--- config.mk ---
export PLATFORM = sky130hd
export DESIGN_NAME = cscm_ctrl
export DESIGN_NICKNAME = d
export VERILOG_FILES = /design/src/cscm_pkg.sv /design/src/cscm_ctrl.sv
export SDC_FILE = /design/constraint.sdc
export NUM_CORES = 1
export LEC_CHECK = 0
export BUFFER_PORTS_ARGS = -buffer_cell sky130_fd_sc_hd__buf_4
export CAP_MARGIN = 20
export CELL_PAD_IN_SITES_DETAIL_PLACEMENT = 1
export CELL_PAD_IN_SITES_GLOBAL_PLACEMENT = 1
export CORE_MARGIN = 2
export CORE_UTILIZATION = 28
export CTS_CLUSTER_SIZE = 25
export DETAILED_ROUTE_END_ITERATION = 10
export PLACE_DENSITY = 0.75
export SLEW_MARGIN = 40
export SYNTH_ARGS = -nofsm -noshare
export SYNTH_HDL_FRONTEND = slang
export SYNTH_SLANG_ARGS = --single-unit
--- constraint.sdc ---
create_clock -name clk -period 1.6 [get_ports clk]
set_input_delay 0.24 -clock clk [delete_from_list [all_inputs] [get_ports clk]]
set_output_delay 0.24 -clock clk [all_outputs]
set_load 0.03 [all_outputs]
--- src/cscm_pkg.sv ---
// ----------------------------------------------------------------------------
// cscm_pkg
// shared widths, constants, register codes and the command/status types
// between the controller and the datapath of the collatz step counter
// ----------------------------------------------------------------------------
package cscm_pkg;

    localparam int MEMO_DEPTH_DEF = 4096;
    localparam int TRAJ_WIDTH_DEF = 64;

    localparam int VAL_W     = 31;   // start value and range registers
    localparam int CNT_W     = 16;   // step count
    localparam int Q_W       = 27;   // value / 24 for values below 2^31
    localparam int CFG_IDX_W = 1;

    // x / 3 == (x * DIV3_MUL) >> DIV3_SHIFT, exact for x < 2^32
    localparam logic [31:0] DIV3_MUL   = 32'hAAAA_AAAB;
    localparam int          DIV3_SHIFT = 33;

    localparam logic [CNT_W-1:0] COUNT_MAX = '1;

    // a memoized value is 10 mod 24: low three bits 010, upper part 1 mod 3
    localparam logic [2:0] MEMO_LOW3 = 3'b010;

    typedef enum logic [CFG_IDX_W-1:0] {
        REG_RANGE_START = 1'b0,
        REG_RANGE_END   = 1'b1
    } cfg_reg_t;

    typedef struct packed {
        logic load;       // take a new start value
        logic step;       // one collatz step
        logic add_memo;   // add memo entry to the count
        logic restore;    // reload the walk value with the start value
        logic rd_en;      // read memo entry of the current value
        logic store;      // write the count to the memo entry of the current value
        logic out_load;   // capture result into the output register
        logic out_ovf;    // result is saturated
    } dp_cmd_t;

    typedef struct packed {
        logic clear_busy; // memo clearing pass in progress
        logic is_zero;
        logic is_one;
        logic cand;       // in range and low bits match
        logic qual;       // candidate with valid memo slot
        logic memo_nz;    // memo read data nonzero
        logic sum_ovf;    // count plus memo entry passes the count range
        logic step_ovf;   // next step saturates or leaves the trajectory width
    } dp_status_t;

endpackage

--- src/cscm_ctrl.sv ---
// ----------------------------------------------------------------------------
// cscm_ctrl
// sequencer for one walk: step, memo probe and lookup, memo store, result
// handoff to the output register
// ----------------------------------------------------------------------------
module cscm_ctrl
    import cscm_pkg::*;
(
    input  logic       clk,
    input  logic       rst_n,
    input  logic       in_valid,
    output logic       in_ready,
    output logic       out_valid,
    input  logic       out_ready,
    input  dp_status_t status,
    output dp_cmd_t    cmd
);

    typedef enum logic [2:0] {
        ST_IDLE,
        ST_EVAL,
        ST_PROBE,
        ST_LOOKUP,
        ST_SEVAL,
        ST_SPROBE,
        ST_DONE
    } state_t;

    state_t state_reg, state_next;
    logic   ovf_reg, ovf_next;
    logic   out_valid_reg, out_valid_next;

    assign in_ready  = (state_reg == ST_IDLE) && !status.clear_busy;
    assign out_valid = out_valid_reg;

    always_comb
    begin
        state_next     = state_reg;
        ovf_next       = ovf_reg;
        out_valid_next = out_valid_reg && !out_ready;
        cmd            = '0;
        case (state_reg)
            ST_IDLE:
            begin
                if (in_valid && in_ready)
                begin
                    cmd.load   = 1'b1;
                    ovf_next   = 1'b0;
                    state_next = ST_EVAL;
                end
            end
            ST_EVAL:
            begin
                if (status.is_zero)
                begin
                    ovf_next   = 1'b1;
                    state_next = ST_DONE;
                end
                else if (status.is_one)
                begin
                    cmd.restore = 1'b1;
                    state_next  = ST_SEVAL;
                end
                else if (status.cand)
                begin
                    state_next = ST_PROBE;
                end
                else if (status.step_ovf)
                begin
                    ovf_next   = 1'b1;
                    state_next = ST_DONE;
                end
                else
                begin
                    cmd.step = 1'b1;
                end
            end
            ST_PROBE:
            begin
                if (status.qual)
                begin
                    cmd.rd_en  = 1'b1;
                    state_next = ST_LOOKUP;
                end
                else if (status.step_ovf)
                begin
                    ovf_next   = 1'b1;
                    state_next = ST_DONE;
                end
                else
                begin
                    cmd.step   = 1'b1;
                    state_next = ST_EVAL;
                end
            end
            ST_LOOKUP:
            begin
                if (status.memo_nz)
                begin
                    if (status.sum_ovf)
                    begin
                        ovf_next   = 1'b1;
                        state_next = ST_DONE;
                    end
                    else
                    begin
                        cmd.add_memo = 1'b1;
                        cmd.restore  = 1'b1;
                        state_next   = ST_SEVAL;
                    end
                end
                else if (status.step_ovf)
                begin
                    ovf_next   = 1'b1;
                    state_next = ST_DONE;
                end
                else
                begin
                    cmd.step   = 1'b1;
                    state_next = ST_EVAL;
                end
            end
            ST_SEVAL:
            begin
                state_next = status.cand ? ST_SPROBE : ST_DONE;
            end
            ST_SPROBE:
            begin
                cmd.store  = status.qual;
                state_next = ST_DONE;
            end
            ST_DONE:
            begin
                if (!out_valid_reg || out_ready)
                begin
                    cmd.out_load   = 1'b1;
                    cmd.out_ovf    = ovf_reg;
                    out_valid_next = 1'b1;
                    state_next     = ST_IDLE;
                end
            end
            default:
            begin
                state_next = ST_IDLE;
            end
        endcase
    end

    always_ff @(posedge clk or negedge rst_n)
    begin
        if (!rst_n)
        begin
            state_reg     <= ST_IDLE;
            ovf_reg       <= 1'b0;
            out_valid_reg <= 1'b0;
        end
        else
        begin
            state_reg     <= state_next;
            ovf_reg       <= ovf_next;
            out_valid_reg <= out_valid_next;
        end
    end

`ifndef SYNTHESIS
    a_store_after_clear: assert property (@(posedge clk) disable iff (!rst_n)
        cmd.store |-> !status.clear_busy)
        else $error("memo store during clearing pass");

    a_load_enters_walk: assert property (@(posedge clk) disable iff (!rst_n)
        cmd.load |=> (state_reg == ST_EVAL))
        else $error("accepted transaction did not start a walk");

    a_no_result_overwrite: assert property (@(posedge clk) disable iff (!rst_n)
        cmd.out_load |-> (!out_valid_reg || out_ready))
        else $error("output register overwritten before transaction");

    a_valid_from_done: assert property (@(posedge clk) disable iff (!rst_n)
        $rose(out_valid_reg) |-> $past(state_reg == ST_DONE))
        else $error("result presented outside done state");

    a_read_needs_cand: assert property (@(posedge clk) disable iff (!rst_n)
        (cmd.rd_en || cmd.store) |-> status.cand)
        else $error("memo access for a value that is not a candidate");
`endif

endmodule

==> results.md <==
- Largest net degree at the start of global routing: 14
- Cell variety after synth: 31
- CTS tree: yes
- Max-Cap Viols: 0
- Syn Std Cell Area: roughly 530 sq um
- Mux share of post-synthesis cell area: 7.96%
- Initial antenna violation count: 0
- Largest vdd supply drop: slightly above 900 uV
- Residual DRC count: 0
- Ys async rst share: between 90% and 100%
- Die area: 2270 sq um
- Detailed Route WL: 2040 um
- Core area: between 1500 and 2000 sq um
- Post-Synth XOR/XNOR Area: 0%
- Final nets: 122
- Share of post-route cells with drive strength above 1: a little under three fifths
- Area Growth Syn to Fin: 89.7%
- Post-synthesis cell count: 71
- Failing checks: setup timing
- Die height: around 48 um
- Register area share after synthesis: between 20% and 30%
- Final TNS setup: -0.277 ns
- Hold Slack: 0.340 ns
- Relative slew slack: 75.8%
- Dpl ws: -0.0571 ns
- Diode count: 0
- Launching point of the worst reg2reg path: state_reg[1]
- Ys flop type: dfrtp_1
- Flip-flop count of the largest register, all copies and words added: 3
- Synthesized area per cell: 7.52 sq um
- Iteration count of the initial detailed-routing pass: 4
- Main combinational cell family by area after synthesis: simple AND/OR/NAND/NOR gates
- Post-Synth Simple-Gate Area: 38.9%
- Final ANT Viol Nets: 0
- WL/cell: about 15 um
- Total Power: ~1.7 mW
- Adder-Cell Fraction of Synth Area: 0%
- Critical path startpoint: state_reg[1]
- Initial core utilization: 30.3%
- R2R depth: 5
- Synth Area in Compound Gates: between 20% and 30%
- R2R Setup Slk: -0.04 ns
- GRT Total Usage: between 10% and 20%
- Placement Rows: 15
- CP Launch Type: flip-flop
- Placer Congestion: roughly 0.78
- Via Count: 684
- Sink Count: 5
- Run status: complete, but fails checks
- Cell Pwr Density: 1720 nW/um^2
- Number of synthesized register bits: 5
- Syn nets: between 80 and 90
- Final hold vios: 0
- Number of H-tree levels: 1
- IO Count: 22
- Multi-input gate area: 482 sq um
- Commonest cells post-synth: nor2_1, nor3_1, clkbuf_1, dfrtp_1, o21ai_0
- Clk pin slew, worst setup/hold paths: ~0.040 ns
- Iter 0 DRT Violations: 5
- Worst Max-Slew Pin Slew: between 0.3 and 0.4 ns
- Skew-Pair Late Insertion Delay: around 0.24 ns
- Dpl cells: approximately 120
- Yosys top cell area share: about a quarter
- Clock Tree Buf Depth: 2
- Register area: ~130 sq um
- Kind of critical path: reg2out
- Top cells by area, synth: dfrtp_1, nor3_1, nor2_1, nand2b_1, o21ai_0
- Crit share post-route: 106%
- Vias in the first global route: 679
- Cell taking the most area after synthesis: dfrtp_1
- Post-synth EDFFs: 0
- Total gr overflow: 0
- Final worst setup slack: -0.0955 ns
- Worst Hold Class: in2async
- Root buf cell: clkbuf_4
- Worst endpoint data arrival time: between 1 and 1.5 ns
- CP max FO: 8
- Endpoints failing setup: 6
- First-pass GRT wire length: between 2000 and 3000 um
- Number of clock buffers inserted by TritonCTS: 3
- Max Clock Freq: about 600 MHz
- Non-filler cells, final: around 130
- Reg-to-Reg End: ovf_reg
- DR vias/cell: 5.10
- HPWL after DPL: around 1300 um
- RSZ-0062 raised after global routing: yes
- Critical Path End Type: output port
- Port bufs: 21
- Worst Path Required: about 1.4 ns
- Yosys warnings: 0
- Static Leak: roughly 0.44 nW
- Final worst path period need: ~1.7 ns
- Fill cells: 222
- Die W: 47.7 um
- Slew Limit Fails: 0
- Clock Skews: around 0.0023 ns
==> cell type report <==
cell class                      count  area share, %
Multi-Input combinational cell     58           47.5
Timing Repair Buffer               40           33.6
Sequential cell                     5           12.5
Tap cell                           25           3.09
Clock buffer                        4           2.59
Inverter                            2          0.741
==> repair_timing <==
action / in CTS / in global routing
hold endpoints to repair: 5 / 0
pin swaps: 5 / 5
endpoints found under the setup margin: 10 / 8
gates cloned: 0 / 0
setup buffers: 8 / 3
gates resized for setup: 15 / 10
hold buffers: 1 / 0
==> power by group <==
part / internal [mW] / switching (mW) / leakage (nW)
Sequential: 0.194 / 0.0710 / 0.0594
Combinational: 0.684 / 0.653 / 0.364
Clock: 0.0939 / 0.0464 / 0.0150
==> per-stage QoR <==
step	utilization [%]	area (sq um)
floorplan	-	602
detailed placement	45.5	803
global placement	45.5	803
global route	57.4	1010
CTS	54.2	956
finish	57.4	1010
==> cells by family after synthesis <==
group,after synthesis
multiplexers,4
buffers and inverters,8
AND/OR/NAND/NOR,36
AO/OA/AOI/OAI,18
flip-flops,5
==> critical path, stage by stage (launching register included) <==
cell,delay [ns]
dfrtp_2,0.46
buf_4,0.16
buf_6,0.11
nor4_4,0.16
and2_1,0.19
buf_6,0.13
==> how the worst max path moves through the flow <==
stage	to	cells after the start
after floorplan	cmd[7]	4
after global placement	ovf_reg	4
after detailed placement	ovf_reg	4
after CTS	cmd[4]	3
after global routing	cmd[7]	5
final	cmd[7]	5
==> per-layer routing <==
metal  wire [um]  global-route usage [%]
met1         886                    22.9
met2        1040                    33.1
met3          91                    1.13
met4          19                    6.49
met5           0                       0
==> cells in the final DEF, fill, tap and decap left out, types with 2 or more instances in the layout <==
| master | n |
|---|---|
| dfrtp_1 | 4 |
| nor3_1 | 3 |
| nor3_2 | 2 |
| mux2_2 | 2 |
| inv_1 | 2 |
| nor2_1 | 6 |
| and2_1 | 2 |
| nor3_4 | 2 |
| a21oi_1 | 3 |
| a22oi_1 | 2 |
| nor2b_1 | 2 |
| mux2i_1 | 2 |
| buf_6 | 10 |
| o21ai_0 | 4 |
| clkbuf_4 | 3 |
| buf_4 | 29 |
| nand2b_1 | 3 |
Note: power is estimated with default switching activity, not from simulation.
